<file path="src/hw/rtl/ps2s1_pkg.sv">
// Shared types, byte codes and result layout for the scan code set 1 decoder.
`default_nettype none

package ps2s1_pkg;

  localparam int unsigned CodeW = 8;
  localparam int unsigned KeyW  = 7;
  localparam int unsigned ModW  = 6;

  // Scan code bytes that the decoder recognizes.
  localparam logic [CodeW-1:0] ScLShiftMake  = 8'h2A;
  localparam logic [CodeW-1:0] ScRShiftMake  = 8'h36;
  localparam logic [CodeW-1:0] ScLShiftBreak = 8'hAA;
  localparam logic [CodeW-1:0] ScRShiftBreak = 8'hB6;
  localparam logic [CodeW-1:0] ScExtPrefix   = 8'hE0;
  localparam logic [CodeW-1:0] ScPausePrefix = 8'hE1;
  localparam logic [CodeW-1:0] ScCtrlMake    = 8'h1D;
  localparam logic [CodeW-1:0] ScCtrlBreak   = 8'h9D;
  localparam logic [CodeW-1:0] ScAltMake     = 8'h38;
  localparam logic [CodeW-1:0] ScAltBreak    = 8'hB8;
  localparam logic [CodeW-1:0] ScPrtScBreak  = 8'hB7;
  localparam logic [CodeW-1:0] ScPrtScMake   = 8'h37;
  localparam logic [CodeW-1:0] ScNumLock     = 8'h45;
  localparam logic [CodeW-1:0] ScNumLockBrk  = 8'hC5;

  // Modifier bit positions.
  localparam logic [ModW-1:0] ModLShift = 6'h01;
  localparam logic [ModW-1:0] ModRShift = 6'h02;
  localparam logic [ModW-1:0] ModRCtrl  = 6'h08;
  localparam logic [ModW-1:0] ModRAlt   = 6'h20;

  typedef enum logic [3:0] {
    StStart  = 4'd0,
    StExt    = 4'd1,
    StPsp2   = 4'd2,
    StPsp3   = 4'd3,
    StPsr2   = 4'd4,
    StPsr3   = 4'd5,
    StPause1 = 4'd6,
    StPause2 = 4'd7,
    StPause3 = 4'd8,
    StPause4 = 4'd9,
    StPause5 = 4'd10
  } dec_state_e;

  typedef enum logic [1:0] {
    EvKey       = 2'd0,
    EvPsPress   = 2'd1,
    EvPsRelease = 2'd2,
    EvPause     = 2'd3
  } event_kind_e;

  typedef struct packed {
    event_kind_e       kind;
    logic [KeyW-1:0]   key_code;
    logic              shift;
    logic [ModW-1:0]   mods;
  } result_t;

endpackage

`default_nettype wire

</file>
<file path="src/hw/rtl/ps2s1_in_reg.sv">
// Input register stage holding one scan code byte until it is decoded.
`default_nettype none

module ps2s1_in_reg (
  input  wire logic                        clk_i,
  input  wire logic                        rst_ni,
  input  wire logic                        in_valid_i,
  output logic                             in_ready_o,
  input  wire logic [ps2s1_pkg::CodeW-1:0] scan_code_i,
  input  wire logic                        advance_i,
  output logic                             valid_o,
  output logic [ps2s1_pkg::CodeW-1:0]      code_o
);

  logic                        valid_q, valid_d;
  logic [ps2s1_pkg::CodeW-1:0] code_q, code_d;
  logic                        take;

  // The stage may refill in the same cycle that its byte moves on.
  assign in_ready_o = !valid_q || advance_i;
  assign take       = in_valid_i && in_ready_o;

  always_comb begin
    valid_d = valid_q;
    code_d  = code_q;
    if (take) begin
      valid_d = 1'b1;
      code_d  = scan_code_i;
    end else if (advance_i) begin
      valid_d = 1'b0;
    end
  end

  always_ff @(posedge clk_i or negedge rst_ni) begin
    if (!rst_ni) begin
      valid_q <= 1'b0;
    end else begin
      valid_q <= valid_d;
    end
  end

  always_ff @(posedge clk_i) begin
    code_q <= code_d;
  end

  assign valid_o = valid_q;
  assign code_o  = code_q;

endmodule

`default_nettype wire

</file>
<file path="src/hw/rtl/ps2s1_decode.sv">
// Sequence state machine and held modifier flags for scan code set 1.
`default_nettype none

module ps2s1_decode (
  input  wire logic                        clk_i,
  input  wire logic                        rst_ni,
  input  wire logic                        step_i,
  input  wire logic [ps2s1_pkg::CodeW-1:0] code_i,
  output logic                             emit_o,
  output ps2s1_pkg::result_t               result_o
);

  ps2s1_pkg::dec_state_e       state_q, state_d;
  logic [ps2s1_pkg::ModW-1:0]  mods_q, mods_d;
  logic                        emit;
  ps2s1_pkg::event_kind_e      kind;

  // Next state and modifier update.
  always_comb begin
    state_d = ps2s1_pkg::StStart;
    mods_d  = mods_q;
    case (state_q)
      ps2s1_pkg::StStart: begin
        case (code_i)
          ps2s1_pkg::ScLShiftMake:  mods_d = mods_q | ps2s1_pkg::ModLShift;
          ps2s1_pkg::ScRShiftMake:  mods_d = mods_q | ps2s1_pkg::ModRShift;
          ps2s1_pkg::ScLShiftBreak: mods_d = mods_q & ~ps2s1_pkg::ModLShift;
          ps2s1_pkg::ScRShiftBreak: mods_d = mods_q & ~ps2s1_pkg::ModRShift;
          ps2s1_pkg::ScExtPrefix:   state_d = ps2s1_pkg::StExt;
          ps2s1_pkg::ScPausePrefix: state_d = ps2s1_pkg::StPause1;
          default: ;
        endcase
      end
      ps2s1_pkg::StExt: begin
        case (code_i)
          ps2s1_pkg::ScCtrlMake:   mods_d = mods_q | ps2s1_pkg::ModRCtrl;
          ps2s1_pkg::ScCtrlBreak:  mods_d = mods_q & ~ps2s1_pkg::ModRCtrl;
          ps2s1_pkg::ScAltMake:    mods_d = mods_q | ps2s1_pkg::ModRAlt;
          ps2s1_pkg::ScAltBreak:   mods_d = mods_q & ~ps2s1_pkg::ModRAlt;
          ps2s1_pkg::ScLShiftMake: state_d = ps2s1_pkg::StPsp2;
          ps2s1_pkg::ScPrtScBreak: state_d = ps2s1_pkg::StPsr2;
          default: ;
        endcase
      end
      ps2s1_pkg::StPsp2: begin
        if (code_i == ps2s1_pkg::ScExtPrefix) state_d = ps2s1_pkg::StPsp3;
      end
      ps2s1_pkg::StPsr2: begin
        if (code_i == ps2s1_pkg::ScExtPrefix) state_d = ps2s1_pkg::StPsr3;
      end
      ps2s1_pkg::StPause1: begin
        if (code_i == ps2s1_pkg::ScCtrlMake) state_d = ps2s1_pkg::StPause2;
      end
      ps2s1_pkg::StPause2: begin
        if (code_i == ps2s1_pkg::ScNumLock) state_d = ps2s1_pkg::StPause3;
      end
      ps2s1_pkg::StPause3: begin
        if (code_i == ps2s1_pkg::ScPausePrefix) state_d = ps2s1_pkg::StPause4;
      end
      ps2s1_pkg::StPause4: begin
        if (code_i == ps2s1_pkg::ScCtrlBreak) state_d = ps2s1_pkg::StPause5;
      end
      default: ;
    endcase
  end

  // Event detection; modifiers are unchanged on any byte that emits.
  always_comb begin
    emit = 1'b0;
    kind = ps2s1_pkg::EvKey;
    case (state_q)
      ps2s1_pkg::StStart: begin
        if (!code_i[ps2s1_pkg::CodeW-1]
            && code_i != ps2s1_pkg::ScLShiftMake
            && code_i != ps2s1_pkg::ScRShiftMake) begin
          emit = 1'b1;
        end
      end
      ps2s1_pkg::StPsp3: begin
        emit = (code_i == ps2s1_pkg::ScPrtScMake);
        kind = ps2s1_pkg::EvPsPress;
      end
      ps2s1_pkg::StPsr3: begin
        emit = (code_i == ps2s1_pkg::ScLShiftBreak);
        kind = ps2s1_pkg::EvPsRelease;
      end
      ps2s1_pkg::StPause5: begin
        emit = (code_i == ps2s1_pkg::ScNumLockBrk);
        kind = ps2s1_pkg::EvPause;
      end
      default: ;
    endcase
  end

  always_comb begin
    result_o.kind     = kind;
    result_o.key_code = (kind == ps2s1_pkg::EvKey) ? code_i[ps2s1_pkg::KeyW-1:0]
                                                   : '0;
    result_o.shift    = |(mods_q & (ps2s1_pkg::ModLShift | ps2s1_pkg::ModRShift));
    result_o.mods     = mods_q;
  end

  assign emit_o = step_i && emit;

  always_ff @(posedge clk_i or negedge rst_ni) begin
    if (!rst_ni) begin
      state_q <= ps2s1_pkg::StStart;
      mods_q  <= '0;
    end else if (step_i) begin
      state_q <= state_d;
      mods_q  <= mods_d;
    end
  end

endmodule

`default_nettype wire

</file>
<file path="src/hw/rtl/ps2s1_out_reg.sv">
// Result register that holds one decoded event until it is taken.
`default_nettype none

module ps2s1_out_reg (
  input  wire logic               clk_i,
  input  wire logic               rst_ni,
  input  wire logic               load_i,
  input  ps2s1_pkg::result_t      result_i,
  output logic                    free_o,
  output logic                    out_valid_o,
  input  wire logic               out_ready_i,
  output ps2s1_pkg::result_t      result_o
);

  logic               valid_q, valid_d;
  ps2s1_pkg::result_t data_q, data_d;

  assign free_o = !valid_q || out_ready_i;

  always_comb begin
    valid_d = valid_q && !out_ready_i;
    data_d  = data_q;
    if (load_i) begin
      valid_d = 1'b1;
      data_d  = result_i;
    end
  end

  always_ff @(posedge clk_i or negedge rst_ni) begin
    if (!rst_ni) begin
      valid_q <= 1'b0;
    end else begin
      valid_q <= valid_d;
    end
  end

  always_ff @(posedge clk_i) begin
    data_q <= data_d;
  end

  assign out_valid_o = valid_q;
  assign result_o    = data_q;

endmodule

`default_nettype wire

</file>
<file path="src/hw/rtl/ps2_set1_scancode_decoder.sv">
// Scan code set 1 decoder: two-stage request pipeline around the sequence decoder.
// Path: a request waits in the input stage until the result register has room, is then
// decoded and, if it completes an event, loaded there. Throughput: one request per cycle
// while the result register has room, limited by the single decode step per byte.
// Reset: rst_ni clears both valid flags, returns the decoder to its start state and
// clears all held modifier flags; the data registers are not reset.
`default_nettype none

module ps2_set1_scancode_decoder (
  input  wire logic                        clk_i,
  input  wire logic                        rst_ni,
  input  wire logic                        in_valid_i,
  output logic                             in_ready_o,
  input  wire logic [ps2s1_pkg::CodeW-1:0] scan_code_i,
  output logic                             out_valid_o,
  input  wire logic                        out_ready_i,
  output logic [1:0]                       event_kind_o,
  output logic [ps2s1_pkg::KeyW-1:0]       key_code_o,
  output logic                             shift_active_o,
  output logic [ps2s1_pkg::ModW-1:0]       modifier_flags_o
);

  logic                        stage_valid;
  logic [ps2s1_pkg::CodeW-1:0] stage_code;
  logic                        out_free;
  logic                        advance;
  logic                        emit;
  ps2s1_pkg::result_t          dec_result;
  ps2s1_pkg::result_t          out_result;

  // A byte in the input stage is decoded once the result register has room,
  // either because it is empty or because its event is being taken this cycle.
  // Bytes that produce no event still wait for that room, which keeps ordering
  // simple and costs nothing at one request per cycle.
  assign advance = stage_valid && out_free;

  ps2s1_in_reg u_in_reg (
    .clk_i       (clk_i),
    .rst_ni      (rst_ni),
    .in_valid_i  (in_valid_i),
    .in_ready_o  (in_ready_o),
    .scan_code_i (scan_code_i),
    .advance_i   (advance),
    .valid_o     (stage_valid),
    .code_o      (stage_code)
  );

  // The decoder advances its state only when a byte is consumed.
  ps2s1_decode u_decode (
    .clk_i    (clk_i),
    .rst_ni   (rst_ni),
    .step_i   (advance),
    .code_i   (stage_code),
    .emit_o   (emit),
    .result_o (dec_result)
  );

  ps2s1_out_reg u_out_reg (
    .clk_i       (clk_i),
    .rst_ni      (rst_ni),
    .load_i      (emit),
    .result_i    (dec_result),
    .free_o      (out_free),
    .out_valid_o (out_valid_o),
    .out_ready_i (out_ready_i),
    .result_o    (out_result)
  );

  assign event_kind_o     = out_result.kind;
  assign key_code_o       = out_result.key_code;
  assign shift_active_o   = out_result.shift;
  assign modifier_flags_o = out_result.mods;

endmodule

`default_nettype wire
</file>
<file path="config.mk">
export PLATFORM = sky130hd
export DESIGN_NAME = ps2_set1_scancode_decoder
export DESIGN_NICKNAME = d
export VERILOG_FILES = /design/src/hw/rtl/ps2s1_pkg.sv /design/src/hw/rtl/ps2s1_in_reg.sv /design/src/hw/rtl/ps2s1_decode.sv /design/src/hw/rtl/ps2s1_out_reg.sv /design/src/hw/rtl/ps2_set1_scancode_decoder.sv
export SDC_FILE = /design/constraint.sdc
export NUM_CORES = 1
export LEC_CHECK = 0
export BUFFER_PORTS_ARGS = -buffer_cell sky130_fd_sc_hd__buf_2
export CAP_MARGIN = 20
export CORE_UTILIZATION = 31
export CTS_BUF_LIST = sky130_fd_sc_hd__clkbuf_16
export DETAILED_ROUTE_END_ITERATION = 7
export GPL_ROUTABILITY_DRIVEN = 0
export GPL_TIMING_DRIVEN = 0
export SYNTH_ARGS = -nofsm -noshare
export SYNTH_HDL_FRONTEND = slang
export SYNTH_HIERARCHICAL = 1
export SYNTH_SLANG_ARGS = --single-unit
</file>
<file path="constraint.sdc">
create_clock -name clk_i -period 5.1 [get_ports clk_i]
set_input_delay 0.255 -clock clk_i [delete_from_list [all_inputs] [get_ports clk_i]]
set_output_delay 0.255 -clock clk_i [all_outputs]
set_load 0.005 [all_outputs]
</file>
After elaboration in Yosys (flattened, before gate mapping) --
Index checks and enable logic that the tools add are counted.
Word-level totals: bits in registers 32, latch bits 0, RAM bits 0, ROM bits 0, input bits 12, output and inout bits 18, logic and storage cells 90, memories kept 0
Cells by class: add/subtract/negate cells 0, $mul 0, divide/modulo/power cells 0, order comparisons 0, eq/ne operators 26, shifts and indexed selects 0, muxes and demuxes 18, bitwise operators 10, reduce and logical (&&, ||, !) cells 24
Operators with widths (number):
- == test 8 bit (second input constant) | 8
- == test 8 x 6 -> 1 bit (second input constant) | 4
- case mux 4 bit (8 select lines) | 1
- case mux 6 bit (4 select lines) | 1
- AND reduction 6 bit | 4
- == test 4 x 3 -> 1 bit (second input constant) | 4
- != test 8 x 6 -> 1 bit (second input constant) | 2
- == test 4 bit (second input constant) | 3
- two-way mux 4 bit | 3
- case mux 3 bit (2 select lines) | 2
- case mux 6 bit (2 select lines) | 1
- NOT 1 bit | 10
- nonzero test 2 bit | 5
- == test 4 x 2 -> 1 bit (second input constant) | 2
- == test 8 x 5 -> 1 bit (second input constant) | 1
- == test 8 x 7 -> 1 bit (second input constant) | 1
- case mux 2 bit (4 select lines) | 1
- logical AND 1 bit | 6
- two-way mux 3 bit | 2
- case mux 2 bit (3 select lines) | 1
- == test 4 x 1 -> 1 bit (second input constant) | 1
- zero test 1 bit | 4
- zero test 4 bit | 1
- two-way mux 1 bit | 4
- 5 further kinds | 6

Depth between registers and ports, before layout --
Gate-level depths: netlist of the first run.
depth in word-level cells 7, mapped depth 6, depth with buffers taken out 6

By module --
Netlist of the first run, hierarchy kept.
By module, submodules not included:
- ps2s1_decode | instances 1, cells an instance 105, area each 892.1 µm², seq. area each 200.2 µm²
- ps2s1_out_reg | instances 1, cells an instance 19, area each 528.0 µm², seq. area each 505.5 µm²
- ps2s1_in_reg | instances 1, cells an instance 12, area each 294.0 µm², seq. area each 265.3 µm²
- ps2_set1_scancode_decoder | instances 1, cells an instance 1, area each 6.3 µm², seq. area each 0.0 µm²

Worst setup path before layout of the first run --
No wires, ideal clock.
path kind register -> register, from reg u_in_reg.code_q (netlist bit u_in_reg/code_o[5]), to reg u_out_reg.data_q (netlist bit u_out_reg/result_o[0]), enable pin, library setup time 400 ps, arrival 2169 ps, data required time 4700 ps, slack 2531 ps, cell stages (with the launch flop) 5, buffers on the path 0, period minus slack after synthesis 2569 ps, cells stage by stage edfxtp_1 -> nand4b_1 -> nor4b_2 -> or4b_1 -> a31oi_1
Between the ends: word-level cells in the longest chain between the ends 6, elaborated cells on any way between the ends 10, classes of those cells 5 x eq/ne; 2 x mux; 3 x reduce/logical
RTL lines:
- start, declared | RTL line ps2s1_in_reg.sv:16 | logic [ps2s1_pkg::CodeW-1:0] code_q, code_d;
- start signal, assigned | RTL line ps2s1_in_reg.sv:43 | code_q <= code_d;
- != test 8 x 6 -> 1 bit | RTL line ps2s1_decode.sv:74 | && code_i != ps2s1_pkg::ScLShiftMake
- logical AND 1 bit | RTL line ps2s1_decode.sv:74
- logical AND 1 bit | RTL line ps2s1_decode.sv:75 | && code_i != ps2s1_pkg::ScRShiftMake) begin
- two-way mux 1 bit | RTL line ps2s1_decode.sv:73 | if (!code_i[ps2s1_pkg::CodeW-1]
- case mux 1 bit (4 select lines) (*) | RTL line ps2s1_decode.sv:71 | case (state_q)
- logical AND 1 bit (*) | RTL line ps2s1_decode.sv:103 | assign emit_o = step_i && emit;
- named net emit | RTL line ps2_set1_scancode_decoder.sv:27 | logic emit;
- end signal, assigned | RTL line ps2s1_out_reg.sv:38 | data_q <= data_d;
- end, declared | RTL line ps2s1_out_reg.sv:16 | ps2s1_pkg::result_t data_q, data_d;
Mark *: on every way through the listed nets, which the timed path passes. The rest lies on a longest branch. A chain may end at the register's enable or synchronous reset.

Final worst setup path of the first run --
from reg u_in_reg.code_q (netlist bit u_in_reg/code_o[5]), to reg u_out_reg.data_q (netlist bit u_out_reg/result_o[15]), enable pin
The elaborated chain is that of the path after synthesis.

==> results of run 1 <==
[cell type report]
class                   count  area (um^2)
flip-flops and latches     34          971
multi-input cells          89          684
clock inverters             3         12.5
fillers                   503         3120
well taps                  70         87.6
clock buffers               5          125
inverters                   7         26.3
plain buffers               8         48.8
repair buffers             31          166
[cell families after synthesis]
kind of cell / Yosys count / synth area share [%]
compound gates: 19 / 8.00
other cells: 1 / 0.218
buf+inv: 15 / 4.36
simple gates: 63 / 28.1
xor+xnor: 3 / 1.53
flops: 34 / 56.4
mux: 2 / 1.31
[path summary, 6_finish.rpt]
check	slack (ns)	from	end	cells after the start
setup reg to reg	2.99	u_in_reg/code_o[5]	u_out_reg/result_o[15]	5
setup / recovery	2.99	u_in_reg/code_o[5]	u_out_reg/result_o[15]	5
hold reg to reg	0.45	u_decode/mods_q[5]	u_out_reg/result_o[5]	0
hold / removal	0.16	scan_code_i[7]	u_in_reg/code_o[7]	1
max in group asynchronous	4.53	rst_ni	u_decode/mods_q[1]	2
min in group asynchronous	0.38	rst_ni	u_out_reg/out_valid_o	2
[power breakdown]
part	switching [mW]	internal [mW]	total (mW)	leakage, nW
clock network	0.0993	0.176	0.275	0.0724
logic	0.0404	0.0375	0.0779	0.379
registers	0.0139	0.326	0.340	0.362
total	0.154	0.539	0.693	0.814
[flip-flops by register name, summed over array words and instances, names as in the netlist]
| name | flops |
|---|---|
| u_in_reg/code_o | 8 |
| u_in_reg/valid_o | 1 |
| u_decode/state_q | 4 |
| u_decode/mods_q | 4 |
| u_out_reg/result_o | 16 |
| u_out_reg/out_valid_o | 1 |
[per-stage QoR]
| stage | area (um^2) | total power, mW |
|---|---|---|
| floorplan | 1720 | 0.390 |
| global placement | 1960 | 0.420 |
| detailed placement | 1970 | 0.424 |
| CTS | 2120 | 0.703 |
| global route | 2120 | 0.726 |
| finish | 2120 | 0.693 |
[timing repair]
action	CTS	global route
setup buffers	0	0
hold buffers	1	0
endpoints found under the hold margin	10	0
[critical path, delay by kind of cell (launching register included)]
| family | cells | cell delay, ns |
|---|---|---|
| and+or+nand+nor | 3 | 0.86 |
| DFF | 1 | 0.50 |
| AOI/OAI and AO/OA | 1 | 0.23 |
| buffers and inverters | 1 | 0.21 |
[routing by layer]
layer | share of wire, % | global-route usage (%)
met5 | 0 | 0
met4 | 2.7 | 6.54
met3 | 4.2 | 3.71
met2 | 46 | 16.7
met1 | 47 | 15.8
[placed cells by master (no fill, tap or decap), drive strengths merged]
| cell | instances |
|---|---|
| buf | 37 |
| edfxtp | 24 |
| dfrtp | 10 |
| and2 | 9 |
| inv | 8 |
| nor3 | 7 |
| nand2b | 7 |
| nor2 | 6 |
| clkbuf | 6 |
| and3 | 4 |
| nand2 | 4 |
| a221oi | 4 |
| o22ai | 4 |
| nor4b | 4 |
| nor4 | 4 |
| nand4bb | 3 |
| or3b | 3 |
| or2 | 2 |
| xnor2 | 2 |
| nand4b | 2 |
| and3b | 2 |
| or4b | 2 |
| nand3 | 2 |
| a21oi | 2 |
| o31ai | 2 |
| o41ai | 2 |
| conb | 2 |
| clkinv | 2 |
| mux2 | 2 |
| dlygate4sd3 | 1 |
| nor4bb | 1 |
| o211ai | 1 |
| a31oi | 1 |
| o21ai | 1 |
| o21bai | 1 |
| xor2 | 1 |
| o32ai | 1 |
| nor2b | 1 |
==> summary.md, run 1 <==
| Metric | Value |
|---|---|
| Outcome | finished clean |
| Clock sinks | 34 |
| Routed len/inst | 13.0 um |
| Synth top area share | 41.9% |
| GRT Residual Overflow | 0 |
| Full die area | 5850 um^2 |
| Sequential element share of the synthesized area | 56.4% |
| Arrival time worst endpoint | 2.08 ns |
| Vias in the first global route | 1054 |
| Distinct cells, synth | 48 |
| CTS root buf | clkbuf_16 |
| Antenna violations before repair | 0 |
| Rows | 26 |
| WHS | 0.157 ns |
| TritonCTS clock tree | built |
| Post-Synthesis Cells | 137 |
| Total length of routed wires | 3220 um |
| Setup ws final | 2.99 ns |
| Tmin final | 2.11 ns |
| Clk_lat worst skew | 0.27 ns |
| Routed vias | 1222 |
| Fin. Hold Viols | 0 |
| DRT iter0 DRCs | 92 |
| Final Cycle Share | 41.3% |
| DIE WIDTH | 76.5 um |
| H-tree levels | 2 |
| Critical Path RT | 5.07 ns |
| Crit path kind | flop to flop |
| Maximum VDD drop | 0.157 mV |
| Clk pin slew, worst setup/hold paths | 0.05 ns |
| Detailed Routing Iterations Pass 1 | 4 |
| Fin util | 40.5% |
| Unrepaired setup endpoints after global routing | false |
| Layout cells sized above 1 | 33.9% |
| Final Max Tran Viols | 0 |
| Yosys warning count | 6 |
| Antenna diodes | 0 |
| Critical Path Sink Type | flop |
| Placed Instances | 238 |
| Area Growth Syn to Fin | 23.3% |
| Pre-CTS setup slack | 3.01 ns |
| Yosys reg bits | 34 |
| First-pass GRT wire length | 5280 um |
| Final Skew | 0.00286 ns |
| Post-synth ARST share | 29.4% |
| Setup violators final | 0 |
| Maximum root-to-sink buffer count | 2 |
| CP max FO | 16 |
| Drt via density | 4.95 |
| Post-synth top area cell | edfxtp_1 |
| Mapped Area | 1720 um^2 |
| Final #Nets | 188 |
| Static leakage | 0.814 nW |
| Buffers added on ports | 29 |
| Most area-consuming cells after synthesis | edfxtp_1, dfrtp_1, and2_1 |
| Syn Area/Cell | 12.6 um^2 |
| Layout Cells excl Fill | 247 |
| Pin count of the biggest net entering global routing | 17 |
| Global Route Usage Sum | 11.8% |
| I/O pins | 30 |
| Critical-path cell list | nand4b_1 > nor4b_2 > or4b_1 > a31oi_2 > buf_6 |
| Initial Util | 32.8% |
| Power Dens Cells | 327 nW/um^2 |
| CP startpoint kind | flop |
| Hold Path Class | input port to flop |
| Number of buffers created by CTS | 5 |
| DR DRC count | 0 |
| F_max | 475 MHz |
| Post-route ant nets | 0 |
| Slowest cell on the critical path | or4b_1 |
| Max incr delay on CP | 0.53 ns |
| Post_cts resized | 0 |
| Max-Cap Viols | 0 |
| Die Ht | 76.5 um |
| Synth cell count leaders | edfxtp_1, dfrtp_1, and2_1 |
| Post-detail-place hpwl | 2370 um |
| Setup TNS | 0 ns |
| Core area | 5240 um^2 |
| Most frequent cell after synthesis | edfxtp_1 |
| Post-synth top flop | edfxtp_1 |
| EDFF count, synth | 24 |
No activity file was read; power rests on OpenSTA's default activity.
==> inputs of run 2 (changes only) <==
ABC_AREA = 1   (was default)
clock period = 2.2 ns   (was 5.1 ns; I/O delays follow)
==> run 2 against run 1 <==
Against the previous run: via count rose by 11%; combinational power increased by 130%; non-clock buffer count decreased by 5; critical endpoint is now u_out_reg/result_o[0].
==> summary.md, run 2 <==
| Metric | Value |
|---|---|
| Initial Util | 32.1% |
| Number of buffers created by CTS | 5 |
| Post-synth top area cell | edfxtp_1 |
| First-pass GRT wire length | 5230 um |
| Setup violators final | 0 |
| Post-Synthesis Cells | 199 |
| Power Total | 1.58 mW |
| Crit path kind | flop to flop |
| Post-CTS setup repair buffer count | 0 |
| Post-route ant nets | 0 |
| Placed Instances | 301 |
| Die Ht | 77.2 um |
| Most area-consuming cells after synthesis | edfxtp_1, dfrtp_1, nand2_1 |
| Setup TNS | 0 ns |
| Layout Cells excl Fill | 312 |
| CTS root buf | clkbuf_16 |
| Detailed Routing Iterations Pass 1 | 4 |
| Maximum root-to-sink buffer count | 2 |
| Outcome | finished clean |
| WHS | 0.0115 ns |
| Met3 wire len | 167 um |
| Total length of routed wires | 3290 um |
| Commonest non-fill, non-tap cell in the layout | nand2_1 |
| Mapped Area | 1750 um^2 |
| Crit path capture | u_out_reg/result_o[0] |
| Area Growth Syn to Fin | 23.3% |
| Worst Reg2Reg Path Length in Cells | 8 |
| CP max FO | 17 |
| Clk_lat worst skew | 0.27 ns |
| CP startpoint kind | flop |
| Final Cycle Share | 88.7% |
| Sequential element share of the synthesized area | 55.3% |
| Least-Margin Pin Slew | 0.661 ns |
| Routed len/inst | 10.5 um |
| I/O pins | 30 |
| Setup slack, reg-to-reg | 0.25 ns |
| Clk pin slew, worst setup/hold paths | 0.05 ns |
| Met2 wire length | 1510 um |
| Synth cell count leaders | nand2_1, nor2_1, edfxtp_1, inv_1, nand3_1 |
| Most frequent cell after synthesis | nand2_1 |
| WL met1 | 1590 um |
| DRT iter0 DRCs | 93 |
| F_max | 512 MHz |
| Post-detail-place hpwl | 2540 um |
| Drt via density | 4.34 |
| Buffers added on ports | 29 |
| Full die area | 5960 um^2 |
| Critical Path RT | 2.11 ns |
| Post-synth ARST share | 29.4% |
| Distinct cells, synth | 25 |
| Hold Path Class | input port to flop |
| Synth top area share | 41.1% |
| Reg-to-reg startpoint | u_in_reg/code_o[2] |
| Fin. Hold Viols | 0 |
| Final Instance Area | 2160 um^2 |
| Power Dens Cells | 732 nW/um^2 |
| Yosys reg bits | 34 |
| Rows | 27 |
| H-tree levels | 2 |
| GRT Residual Overflow | 0 |
| Start point of the critical path | u_in_reg/code_o[2] |
| Dpl cell area | 1990 um^2 |
| Final Skew | 0.00574 ns |
| DR DRC count | 0 |
| Vias in the first global route | 1153 |
| Most frequent cells in the layout | nand2_1, nor2_1, buf_2 |
| DIE WIDTH | 77.2 um |
| Max-Cap Viols | 0 |
| Max reg flops | 16 |
| Relative slew slack | 55.9% |
| Setup ws final | 0.249 ns |
| Unrepaired setup endpoints after global routing | false |
| Syn Area/Cell | 8.81 um^2 |
| TritonCTS clock tree | built |
| Pin count of the biggest net entering global routing | 18 |
| Antenna diodes | 0 |
| Post-synth top flop | edfxtp_1 |
| Maximum VDD drop | 0.621 mV |
| Tmin final | 1.95 ns |
| Static leakage | 0.967 nW |
| Top layer reached by signal wires | met4 |
| Routed vias | 1353 |
| Pre-CTS setup slack | 0.179 ns |
| Arrival time worst endpoint | 1.86 ns |
| Final Max Tran Viols | 0 |
| Global Route Usage Sum | 11.5% |
| EDFF count, synth | 24 |
| Fin util | 39.5% |
| Worst reg2reg path endpoint | u_out_reg/result_o[0] |
| Antenna violations before repair | 0 |
| Core area | 5470 um^2 |
| Final #Nets | 251 |
| Clock sinks | 34 |
| Critical Path Sink Type | flop |
| Layout cells sized above 1 | 27.9% |
| Yosys warning count | 6 |
## run 2: cell types whose count changed after synthesis, moves of 5 or more
cell,before,now
nor2_4,0,6
and2_1,8,0
inv_2,1,6
nor3_1,6,1
nor2_1,6,37
nand3_1,2,16
nand2_1,4,43
nand2_2,0,10
inv_1,6,22
## run 2: metal layers
metal	up-vias	global-route usage (%)
met5	-	0
met4	0	5.66
met3	2	3.21
met2	43	17.2
met1	599	15.3
li1	709	-
## run 2: area by class of cell
class | count | area [um^2]
Buffer | 2 | 15.0
Clock inverter | 3 | 11.3
Multi-Input combinational cell | 135 | 663
Tap cell | 72 | 90.1
Fill cell | 588 | 3310
Inverter | 29 | 113
Timing Repair Buffer | 32 | 175
Clock buffer | 5 | 125
Sequential cell | 34 | 971
## run 2: logic make-up (layout without fill, tap and decap cells)
kind of cell	count (synthesis)	count (layout)	share of synthesized area (%)
AOI/OAI and AO/OA	8	8	2.57
and+or+nand+nor	125	125	34.8
other	1	2	0.214
DFF	34	34	55.3
buffers and inverters	31	71	7.06
## run 2: report_power, final
group | internal [mW] | switching (mW) | total, mW | leakage [nW]
clock | 0.406 | 0.225 | 0.630 | 0.0738
sequential | 0.747 | 0.0288 | 0.776 | 0.346
combinational | 0.0626 | 0.114 | 0.177 | 0.548
## run 2: how the worst min path moves through the flow
stage | startpoint | end | cells past startpoint
floorplan | rst_ni | u_decode/mods_q[0] | 0
global placement | rst_ni | u_decode/state_q[3] | 1
detailed placement | rst_ni | u_decode/state_q[3] | 1
CTS | scan_code_i[3] | u_in_reg/code_o[3] | 1
global route | scan_code_i[4] | u_in_reg/code_o[4] | 1
finish | scan_code_i[2] | u_in_reg/code_o[2] | 1
## run 2: critical path, cell delays in order, from the launching register on
cell and delay, ns:
edfxtp_1 0.42, inv_1 0.17, nand2_1 0.11, nor2_1 0.17
nand3b_1 0.10, nand3_1 0.08, nand3_1 0.08, nand2_1 0.11
clkinvlp_4 0.34
## run 2: timing repair
action                                  4_1_cts  5_1_grt
resized for setup                             0        1
endpoints found under the setup margin        0       16
hold endpoints to repair                     10        2
hold buffers                                  1        2
